## config.mk

```make
export PLATFORM = sky130hd
export DESIGN_NAME = well512_random_generator_core_flat
export DESIGN_NICKNAME = d
export VERILOG_FILES = /design/src/hw/rtl/wrg_pkg.sv /design/src/hw/rtl/wrg_if.sv /design/src/hw/rtl/well512_random_generator_core.sv /design/src/hw/rtl/wrg_front.sv /design/src/hw/rtl/wrg_cmd_queue.sv /design/src/hw/rtl/wrg_back.sv /design/src/flat_wrapper.sv
export SDC_FILE = /design/constraint.sdc
export NUM_CORES = 2
export LEC_CHECK = 0
export BUFFER_PORTS_ARGS = -buffer_cell sky130_fd_sc_hd__buf_2
export CAP_MARGIN = 20
export CORE_ASPECT_RATIO = 2
export CORE_MARGIN = 2
export CORE_UTILIZATION = 25
export DETAILED_ROUTE_END_ITERATION = 8
export GPL_TIMING_DRIVEN = 0
export SYNTH_ARGS = -nofsm -noshare
export SYNTH_HDL_FRONTEND = slang
export SYNTH_SLANG_ARGS = --single-unit
export TNS_END_PERCENT = 30
```

## constraint.sdc

```tcl
create_clock -name clock -period 15.2 [get_ports clock]
set_input_delay 2.28 -clock clock [delete_from_list [all_inputs] [get_ports clock]]
set_output_delay 2.28 -clock clock [all_outputs]
set_load 0.05 [all_outputs]
```

## src/hw/rtl/wrg_pkg.sv

```systemverilog
// ----------------------------------------------------------------------------
// wrg_pkg
// Shared types and constants for the WELL512a random word generator.
// ----------------------------------------------------------------------------
package wrg_pkg;

   localparam int POOL_DEPTH  = 16;
   localparam int IDX_W       = 4;
   localparam int QUEUE_DEPTH = 2;

   localparam logic [31:0]      TEMPER_MASK = 32'hDA442D24;
   localparam logic [IDX_W-1:0] OFF_A       = 4'd13;
   localparam logic [IDX_W-1:0] OFF_C       = 4'd9;
   localparam logic [IDX_W-1:0] OFF_PREV    = 4'd15;

   typedef enum logic [1:0] {
      OP_RAW    = 2'd0,
      OP_URANGE = 2'd1,
      OP_SRANGE = 2'd2,
      OP_SEED   = 2'd3
   } op_type;

   // classified request as it sits in the queue
   typedef struct packed {
      op_type      op;
      logic [31:0] low_bound;
      logic [31:0] divisor;
      logic        zero_width;
      logic [31:0] seed_value;
   } cmd_type;

   typedef struct packed {
      logic full;
      logic empty;
   } q_stat_type;

endpackage

```

## src/hw/rtl/wrg_if.sv

```systemverilog
// ----------------------------------------------------------------------------
// wrg_req_if / wrg_rsp_if
// Valid/ready channels for requests and result words.
// ----------------------------------------------------------------------------
interface wrg_req_if;
   logic        valid;
   logic        ready;
   logic [1:0]  req_type;
   logic [31:0] low_bound;
   logic [31:0] high_bound;
   logic [31:0] seed_value;

   modport source (output valid, req_type, low_bound, high_bound, seed_value,
                   input ready);
   modport sink   (input valid, req_type, low_bound, high_bound, seed_value,
                   output ready);
endinterface

interface wrg_rsp_if;
   logic        valid;
   logic        ready;
   logic [31:0] value;
   logic        range_error;

   modport source (output valid, value, range_error, input ready);
   modport sink   (input valid, value, range_error, output ready);
endinterface

```

## src/hw/rtl/well512_random_generator_core.sv

```systemverilog
// ----------------------------------------------------------------------------
// well512_random_generator_core
// WELL512a random word generator with range mapping and reseeding.
// ----------------------------------------------------------------------------
// Each request gives one result word. One generator step runs through the
// states ST_G0 to ST_G3, paced by the single write port of the 16-word pool
// (two reads, then two writes). A raw word or a zero-width range goes from
// the queue to the result register after one step; a range request adds a
// serial remainder (ST_DIV) and a fix-up state (ST_FIN); a reseed runs 16
// rounds of one seed write and one step. The back end works on one
// request at a time while the front keeps queuing, and a finished result
// waits in the output register without blocking the next request's work.
// ----------------------------------------------------------------------------
module well512_random_generator_core import wrg_pkg::*; #(
   parameter int QueueDepth = QUEUE_DEPTH
) (
   input  logic       clock,
   input  logic       reset,
   wrg_req_if.sink    req_chan,
   wrg_rsp_if.source  rsp_chan
);

   q_stat_type q_stat;
   logic       push;
   logic       pop;
   cmd_type    push_cmd;
   cmd_type    pop_cmd;

   wrg_front u_front (
      .req_chan (req_chan),
      .q_stat   (q_stat),
      .push     (push),
      .push_cmd (push_cmd)
   );

   wrg_cmd_queue #(
      .Depth (QueueDepth)
   ) u_queue (
      .clock    (clock),
      .reset    (reset),
      .push     (push),
      .push_cmd (push_cmd),
      .pop      (pop),
      .pop_cmd  (pop_cmd),
      .q_stat   (q_stat)
   );

   wrg_back u_back (
      .clock    (clock),
      .reset    (reset),
      .q_stat   (q_stat),
      .pop_cmd  (pop_cmd),
      .pop      (pop),
      .rsp_chan (rsp_chan)
   );

endmodule

```

## src/hw/rtl/wrg_front.sv

```systemverilog
// ----------------------------------------------------------------------------
// wrg_front
// Accepts request words, works out the range width and divisor magnitude.
// ----------------------------------------------------------------------------
module wrg_front import wrg_pkg::*; (
   wrg_req_if.sink    req_chan,
   input  q_stat_type q_stat,
   output logic       push,
   output cmd_type    push_cmd
);

   op_type      op;
   logic [31:0] width;

   always_comb begin
      op    = op_type'(req_chan.req_type);
      width = req_chan.high_bound + 32'd1 - req_chan.low_bound;

      push_cmd.op         = op;
      push_cmd.low_bound  = req_chan.low_bound;
      push_cmd.zero_width = (width == 32'd0);
      push_cmd.seed_value = req_chan.seed_value;
      // signed range divides by the magnitude of the width
      if (op == OP_SRANGE && width[31]) begin
         push_cmd.divisor = 32'd0 - width;
      end else begin
         push_cmd.divisor = width;
      end
   end

   assign req_chan.ready = !q_stat.full;
   assign push           = req_chan.valid && !q_stat.full;

endmodule

```

## src/hw/rtl/wrg_cmd_queue.sv

```systemverilog
// ----------------------------------------------------------------------------
// wrg_cmd_queue
// Small FIFO of classified requests between front and back.
// ----------------------------------------------------------------------------
module wrg_cmd_queue import wrg_pkg::*; #(
   parameter int Depth = QUEUE_DEPTH
) (
   input  logic       clock,
   input  logic       reset,
   input  logic       push,
   input  cmd_type    push_cmd,
   input  logic       pop,
   output cmd_type    pop_cmd,
   output q_stat_type q_stat
);

   localparam int PtrW = (Depth > 1) ? $clog2(Depth) : 1;
   localparam int CntW = $clog2(Depth + 1);
   localparam logic [PtrW-1:0] LastPtr = PtrW'(Depth - 1);
   localparam logic [CntW-1:0] FullCnt = CntW'(Depth);

   cmd_type         entries_ff [Depth];
   logic [PtrW-1:0] wr_ptr_ff, wr_ptr_in;
   logic [PtrW-1:0] rd_ptr_ff, rd_ptr_in;
   logic [CntW-1:0] count_ff, count_in;

   always_comb begin
      wr_ptr_in = wr_ptr_ff;
      rd_ptr_in = rd_ptr_ff;
      count_in  = count_ff;
      if (push) begin
         wr_ptr_in = (wr_ptr_ff == LastPtr) ? '0 : wr_ptr_ff + 1'b1;
      end
      if (pop) begin
         rd_ptr_in = (rd_ptr_ff == LastPtr) ? '0 : rd_ptr_ff + 1'b1;
      end
      if (push && !pop) begin
         count_in = count_ff + 1'b1;
      end else if (pop && !push) begin
         count_in = count_ff - 1'b1;
      end
   end

   always_ff @(posedge clock) begin
      if (reset) begin
         wr_ptr_ff <= '0;
         rd_ptr_ff <= '0;
         count_ff  <= '0;
      end else begin
         wr_ptr_ff <= wr_ptr_in;
         rd_ptr_ff <= rd_ptr_in;
         count_ff  <= count_in;
      end
   end

   always_ff @(posedge clock) begin
      if (push) begin
         entries_ff[wr_ptr_ff] <= push_cmd;
      end
   end

   assign pop_cmd      = entries_ff[rd_ptr_ff];
   assign q_stat.full  = (count_ff == FullCnt);
   assign q_stat.empty = (count_ff == '0);

endmodule

```

## src/hw/rtl/wrg_back.sv

```systemverilog
// ----------------------------------------------------------------------------
// wrg_back
// Generator pool, step sequencer, serial remainder and result register.
// ----------------------------------------------------------------------------
module wrg_back import wrg_pkg::*; (
   input  logic       clock,
   input  logic       reset,
   input  q_stat_type q_stat,
   input  cmd_type    pop_cmd,
   output logic       pop,
   wrg_rsp_if.source  rsp_chan
);

   typedef enum logic [3:0] {
      ST_IDLE, ST_SEED, ST_G0, ST_G1, ST_G2, ST_G3, ST_DIV, ST_FIN, ST_DONE
   } state_type;

   localparam logic [IDX_W-1:0] LastEntry = IDX_W'(POOL_DEPTH - 1);

   // pool memory, two registered read ports, one write port
   logic [31:0]      pool_mem [POOL_DEPTH];
   logic             pool_vld_ff [POOL_DEPTH];
   logic [IDX_W-1:0] ra_a, ra_b, wa;
   logic             we;
   logic [31:0]      wd;
   logic [31:0]      rda_ff, rdb_ff;
   logic             rda_vld_ff, rdb_vld_ff;
   logic [31:0]      rd_a, rd_b;

   state_type        state_ff, state_in;
   cmd_type          cmd_ff, cmd_in;
   logic [IDX_W-1:0] idx_ff, idx_in;
   logic [IDX_W-1:0] k_ff, k_in;
   logic [31:0]      b_ff, b_in;
   logic [31:0]      fin_ff, fin_in;
   logic [31:0]      num_ff, num_in;
   logic [31:0]      rem_ff, rem_in;
   logic [4:0]       cnt_ff, cnt_in;
   logic             neg_ff, neg_in;
   logic [31:0]      res_ff, res_in;
   logic             err_ff, err_in;
   logic             out_valid_ff, out_valid_in;
   logic [31:0]      out_value_ff, out_value_in;
   logic             out_err_ff, out_err_in;

   logic [31:0]      c_mix, v_new, d_tmp;
   logic [32:0]      trial, trial_sub;
   logic             trial_ge;
   logic             load_out;

   assign rd_a = rda_vld_ff ? rda_ff : 32'd0;
   assign rd_b = rdb_vld_ff ? rdb_ff : 32'd0;

   always_ff @(posedge clock) begin
      if (we) begin
         pool_mem[wa] <= wd;
      end
      rda_ff <= pool_mem[ra_a];
      rdb_ff <= pool_mem[ra_b];
   end

   // entries never written read as zero
   always_ff @(posedge clock) begin
      if (reset) begin
         for (int i = 0; i < POOL_DEPTH; i++) begin
            pool_vld_ff[i] <= 1'b0;
         end
         rda_vld_ff <= 1'b0;
         rdb_vld_ff <= 1'b0;
      end else begin
         if (we) begin
            pool_vld_ff[wa] <= 1'b1;
         end
         rda_vld_ff <= pool_vld_ff[ra_a];
         rdb_vld_ff <= pool_vld_ff[ra_b];
      end
   end

   // recurrence mix for the second half of a step, and the remainder trial
   always_comb begin
      c_mix = rd_a ^ (rd_a >> 11);
      v_new = b_ff ^ c_mix;
      d_tmp = v_new ^ ((v_new << 5) & TEMPER_MASK);
      trial     = {rem_ff, num_ff[31]};
      trial_sub = trial - {1'b0, cmd_ff.divisor};
      trial_ge  = (trial >= {1'b0, cmd_ff.divisor});
   end

   always_comb begin
      state_in = state_ff;
      cmd_in   = cmd_ff;
      idx_in   = idx_ff;
      k_in     = k_ff;
      b_in     = b_ff;
      fin_in   = fin_ff;
      num_in   = num_ff;
      rem_in   = rem_ff;
      cnt_in   = cnt_ff;
      neg_in   = neg_ff;
      res_in   = res_ff;
      err_in   = err_ff;
      pop      = 1'b0;
      we       = 1'b0;
      wa       = idx_ff;
      wd       = v_new;
      ra_a     = idx_ff;
      ra_b     = idx_ff + OFF_A;
      load_out = 1'b0;

      case (state_ff)
         ST_IDLE: begin
            if (!q_stat.empty) begin
               pop      = 1'b1;
               cmd_in   = pop_cmd;
               k_in     = '0;
               state_in = (pop_cmd.op == OP_SEED) ? ST_SEED : ST_G0;
            end
         end
         ST_SEED: begin
            we       = 1'b1;
            wa       = k_ff;
            wd       = cmd_ff.seed_value + 32'(k_ff);
            state_in = ST_G0;
         end
         ST_G0: begin
            state_in = ST_G1;
         end
         ST_G1: begin
            b_in     = rd_a ^ rd_b ^ (rd_a << 16) ^ (rd_b << 15);
            ra_a     = idx_ff + OFF_C;
            ra_b     = idx_ff + OFF_PREV;
            state_in = ST_G2;
         end
         ST_G2: begin
            we       = 1'b1;
            wa       = idx_ff;
            wd       = v_new;
            fin_in   = rd_b ^ b_ff ^ d_tmp ^ (rd_b << 2) ^ (b_ff << 18) ^ (c_mix << 28);
            state_in = ST_G3;
         end
         ST_G3: begin
            we     = 1'b1;
            wa     = idx_ff + OFF_PREV;
            wd     = fin_ff;
            idx_in = idx_ff + OFF_PREV;
            err_in = 1'b0;
            if (cmd_ff.op == OP_SEED) begin
               if (k_ff == LastEntry) begin
                  idx_in   = '0;
                  res_in   = 32'd0;
                  state_in = ST_DONE;
               end else begin
                  k_in     = k_ff + 1'b1;
                  state_in = ST_SEED;
               end
            end else if (cmd_ff.op == OP_RAW) begin
               res_in   = fin_ff;
               state_in = ST_DONE;
            end else if (cmd_ff.zero_width) begin
               res_in   = fin_ff + cmd_ff.low_bound;
               err_in   = 1'b1;
               state_in = ST_DONE;
            end else begin
               neg_in   = (cmd_ff.op == OP_SRANGE) && fin_ff[31];
               num_in   = ((cmd_ff.op == OP_SRANGE) && fin_ff[31]) ? 32'd0 - fin_ff
                                                                    : fin_ff;
               rem_in   = 32'd0;
               cnt_in   = '0;
               state_in = ST_DIV;
            end
         end
         ST_DIV: begin
            // restoring remainder, one dividend bit a cycle
            rem_in = trial_ge ? trial_sub[31:0] : trial[31:0];
            num_in = {num_ff[30:0], 1'b0};
            cnt_in = cnt_ff + 1'b1;
            if (cnt_ff == 5'd31) begin
               state_in = ST_FIN;
            end
         end
         ST_FIN: begin
            res_in   = cmd_ff.low_bound + (neg_ff ? 32'd0 - rem_ff : rem_ff);
            state_in = ST_DONE;
         end
         ST_DONE: begin
            if (!out_valid_ff || rsp_chan.ready) begin
               load_out = 1'b1;
               state_in = ST_IDLE;
            end
         end
         default: begin
            state_in = ST_IDLE;
         end
      endcase

      out_valid_in = load_out || (out_valid_ff && !rsp_chan.ready);
      out_value_in = load_out ? res_ff : out_value_ff;
      out_err_in   = load_out ? err_ff : out_err_ff;
   end

   always_ff @(posedge clock) begin
      if (reset) begin
         state_ff     <= ST_IDLE;
         idx_ff       <= '0;
         out_valid_ff <= 1'b0;
      end else begin
         state_ff     <= state_in;
         idx_ff       <= idx_in;
         out_valid_ff <= out_valid_in;
      end
      cmd_ff       <= cmd_in;
      k_ff         <= k_in;
      b_ff         <= b_in;
      fin_ff       <= fin_in;
      num_ff       <= num_in;
      rem_ff       <= rem_in;
      cnt_ff       <= cnt_in;
      neg_ff       <= neg_in;
      res_ff       <= res_in;
      err_ff       <= err_in;
      out_value_ff <= out_value_in;
      out_err_ff   <= out_err_in;
   end

   assign rsp_chan.valid       = out_valid_ff;
   assign rsp_chan.value       = out_value_ff;
   assign rsp_chan.range_error = out_err_ff;

endmodule
```

## src/flat_wrapper.sv

```systemverilog
// flat-port wrapper written by rule: the top's interface ports become plain ports
module well512_random_generator_core_flat import wrg_pkg::*;
#(
   parameter int QueueDepth = QUEUE_DEPTH
)
  (clock, reset, req_chan_valid, req_chan_req_type, req_chan_low_bound, req_chan_high_bound, req_chan_seed_value, req_chan_ready, rsp_chan_valid, rsp_chan_value, rsp_chan_range_error, rsp_chan_ready);
  wrg_req_if req_chan_i ();
  wrg_rsp_if rsp_chan_i ();
  input  logic clock;
  input  logic reset;
  input wire logic [$bits(req_chan_i.valid)-1:0] req_chan_valid;
  input wire logic [$bits(req_chan_i.req_type)-1:0] req_chan_req_type;
  input wire logic [$bits(req_chan_i.low_bound)-1:0] req_chan_low_bound;
  input wire logic [$bits(req_chan_i.high_bound)-1:0] req_chan_high_bound;
  input wire logic [$bits(req_chan_i.seed_value)-1:0] req_chan_seed_value;
  output wire logic [$bits(req_chan_i.ready)-1:0] req_chan_ready;
  output wire logic [$bits(rsp_chan_i.valid)-1:0] rsp_chan_valid;
  output wire logic [$bits(rsp_chan_i.value)-1:0] rsp_chan_value;
  output wire logic [$bits(rsp_chan_i.range_error)-1:0] rsp_chan_range_error;
  input wire logic [$bits(rsp_chan_i.ready)-1:0] rsp_chan_ready;
  assign req_chan_i.valid = req_chan_valid;
  assign req_chan_i.req_type = req_chan_req_type;
  assign req_chan_i.low_bound = req_chan_low_bound;
  assign req_chan_i.high_bound = req_chan_high_bound;
  assign req_chan_i.seed_value = req_chan_seed_value;
  assign req_chan_ready = req_chan_i.ready;
  assign rsp_chan_valid = rsp_chan_i.valid;
  assign rsp_chan_value = rsp_chan_i.value;
  assign rsp_chan_range_error = rsp_chan_i.range_error;
  assign rsp_chan_i.ready = rsp_chan_ready;
  well512_random_generator_core #(.QueueDepth(QueueDepth)) u_core (.clock(clock), .reset(reset), .req_chan(req_chan_i), .rsp_chan(rsp_chan_i));
endmodule
```

==> summary.md <==
| Metric | Value |
|---|---|
| M3 GR Usage | 0.0257 |
| Setup WS pre-CTS | 6.83 ns |
| Drt pass-1 iters | 5 |
| Clock root buffer | clkbuf_16 |
| Peak supply drop | 0.0000919 V |
| Startpoint types | primary input |
| Clock Skew | 0.0469 ns |
| Setup violators final | 0 |
| Tightest Pin Transition | 1.22 ns |
| Cell count after synthesis | 3999 |
| Max Cap Viol | 0 |
| Final hold slack | 0.383 ns |
| Initial antenna violation count | 18 |
| GRT Overall Usage | 0.176 |
| DRT iter0 DRCs | 2605 |
| Top reg by flops | u_core.u_back.pool_mem |
| Top Registers | u_core.u_back.pool_mem: 512 flops, u_core.u_queue.entries_ff: 198 flops, u_core.u_back.cmd_ff: 99 flops |
| FF+latch count, synth | 1109 |
| Clk pin slew, worst setup/hold paths | 0.09 ns |
| Final wirelength | 204000 um |
| Fin area | 65900 sq um |
| Number of global-route vias before repair | 38185 |
| Yosys top cell by area | edfxtp_1 |
| IO Port Bufs | 136 |
| Pleak | 21.9 nW |
| CTS H-tree depth | 3 |
| Maximum fanout along the worst path | 10 |
| Commonest cells in the netlist | edfxtp_1, mux4_2, nand2_1 |
| Synthesized Nets | 4277 |
| Crit-path cells | buf_2 > ha_1 > inv_1 > ha_1 > fa_1 > a211o_2 > a2111oi_4 > o21ba_2 > nor4_1 > o31ai_1 > a31oi_1 > or3_1 > a21oi_1 > clkbuf_1 > clkbuf_1 > o31ai_1 > xnor2_1 |
| Post-CTS Resized | 0 |
| Worst EP required | 15.62 ns |
| CTS tree | done |
| Layout cells sized above 1 | 0.194 |
| Synth Flop Type | edfxtp_1 |
| Post-synthesis sequential area ratio | 0.574 |
| GPL Wtd Cong | 0.961 |
| # IOs | 137 |
| Fmax | 131 MHz |
| Final Non-Filler Cells | 7391 |
| Final #Nets | 4603 |
| Synth top area share | 0.540 |
| Setup ws final | 7.59 ns |
| Slew headroom | 0.189 |
| Utilization after layout | 0.294 |
| Final worst path period share | 0.501 |
| Min Clock Period, post-route | 7.61 ns |
| FP Rows | 246 |
| Via count | 36272 |
| Met1 usage | 0.156 |
| First-pass GRT wire length | 284000 um |
| Max reg flops | 512 |
| Post-DP HPWL | 160000 um |
| Post-synthesis cell area | 56300 sq um |
| Power Dens Cells | 160 nW/um^2 |
| Chip Width | 340 um |
| Area grow syn2layout | 16.9% |
| Core ar. | 224000 sq um |
| Status | finished clean |
| Critical Path AT | 8.03 ns |
| Worst path slowest cell | a21oi_1 |
| Count leader, synth | edfxtp_1 |
| Max-slew violations | 0 |
| WL per Instance | 27.6 um |
| Netlist cell types | 74 |
| Yosys Warn Count | 0 |
| Hold Fails Final Rpt | 0 |
| Worst-Skew Late Latency | 0.74 ns |
| Synth area leaders | edfxtp_1, mux4_2, ha_1 |
| RSZ-0062 raised after global routing | false |
| Largest net degree at the start of global routing | 60 |
| Post-route ant nets | 0 |
| DIE HEIGHT | 675 um |
| Multi-input logic area | 23200 sq um |
| Hold-fix buffers, CTS | 0 |
| Met2 usage | 0.346 |
| Post-CTS Setup Repair Bufs | 0 |
| Cts bufs inserted | 101 |
| Worst hold path type | reg2reg |
| Total gr overflow | 0 |
| Worst r2r path cells | 13 |
| Placed cell area | 62100 sq um |
| Fill cells | 22504 |
| Grt peak-use layer | met2 |
| Vias per cell | 4.91 |
| Crit Path Class | in2reg |
| Total area of sequential cells | 32300 sq um |
| Setup TNS | 0 ns |
| Maximum buffer depth of the clock tree | 3 |
| Hold Path Stages | 0 |
| Starting Density | 0.251 |
| Post-Syn Area per Cell | 14.1 sq um |
| Full die area | 229000 sq um |
| CTS Sinks | 1109 |
| Max incr delay on CP | 0.69 ns |
| DRC Markers | 0 |
| Power Total | 10.5 mW |
| Ys async rst share | 0 |
| # placed instances | 7179 |
| Number of synthesized flops with an enable pin | 1013 |
| Crit path capture type | flop |
-- worst max-delay path, delay by kind of cell --
kind / cells / cell delay, ns
AO/OA/AOI/OAI: 7 / 2.57
buffers and inverters: 4 / 1.44
AND/OR/NAND/NOR: 2 / 0.49
adder cells (fa/ha/maj): 3 / 1.03
XOR/XNOR: 1 / 0.21
-- where the power goes --
group / leakage (nW) / switching (mW) / internal (mW)
Clock: 1.69 / 1.23 / 1.50
Sequential: 10.0 / 0.388 / 3.99
Combinational: 10.2 / 2.15 / 1.24
Total: 21.9 / 3.77 / 6.74
-- final cells by class --
| type | instances | share of cell area |
|---|---|---|
| Antenna cell | 3 | 0.000114 |
| Buffer | 177 | 0.0102 |
| Clock buffer | 131 | 0.0423 |
| Clock inverter | 59 | 0.0109 |
| Inverter | 116 | 0.00667 |
| Multi-Input combinational cell | 2597 | 0.352 |
| Sequential cell | 1109 | 0.491 |
| Tap cell | 2976 | 0.0565 |
| Timing Repair Buffer | 223 | 0.0304 |
-- cell families after synthesis --
kind of cell    count (synthesis)  synth area share
flops                        1109             0.574
simple gates                  843            0.0702
compound gates                662            0.0759
mux                           459             0.149
xor+xnor                      457            0.0711
buf+inv                       293            0.0195
fa+ha+maj                     176            0.0398
-- routing by layer --
layer  vias to the layer above  share of wire
met5                         -        0.00062
met4                        20          0.097
met3                       561          0.044
met2                      1182           0.56
met1                     18458           0.30
li1                      16051              -
-- worst paths after layout --
path                                                 from                                to  slack [ns]
worst min-delay path             u_core.u_back.res_ff[13]  u_core.u_back.rsp_chan.value[13]        0.38
worst max-delay path                req_chan_low_bound[1]  u_core.u_queue.entries_ff[0][60]        7.59
worst max register to register  u_core.u_back.state_ff[3]           u_core.u_back.rdb_ff[6]        9.32
worst min register to register   u_core.u_back.res_ff[13]  u_core.u_back.rsp_chan.value[13]        0.38
-- placed cells by master, fill, tap and decap left out, drive strengths merged, types with 9 or more instances in the layout --
| master | synthesis | routed |
|---|---|---|
| a2111oi | 11 | 11 |
| a211oi | 59 | 59 |
| a21o | 57 | 57 |
| a21oi | 182 | 182 |
| a31oi | 20 | 20 |
| and2 | 15 | 15 |
| and3 | 28 | 28 |
| buf | 32 | 254 |
| bufinv | 0 | 11 |
| clkbuf | 145 | 277 |
| clkinv | 1 | 27 |
| dfxtp | 96 | 96 |
| edfxtp | 1013 | 1013 |
| ha | 171 | 171 |
| inv | 115 | 129 |
| mux2 | 99 | 99 |
| mux2i | 64 | 64 |
| mux4 | 296 | 296 |
| nand2 | 295 | 295 |
| nand2b | 32 | 32 |
| nand3 | 73 | 73 |
| nand4 | 17 | 17 |
| nor2 | 219 | 219 |
| nor2b | 49 | 49 |
| nor3 | 27 | 27 |
| nor4 | 21 | 21 |
| o211ai | 15 | 15 |
| o21a | 16 | 16 |
| o21ai | 140 | 140 |
| o21bai | 12 | 12 |
| o221ai | 31 | 31 |
| o22ai | 28 | 28 |
| o31ai | 36 | 36 |
| or2 | 9 | 9 |
| or3 | 23 | 23 |
| xnor2 | 220 | 220 |
| xor2 | 237 | 237 |
(Power assumes the default switching activity.)
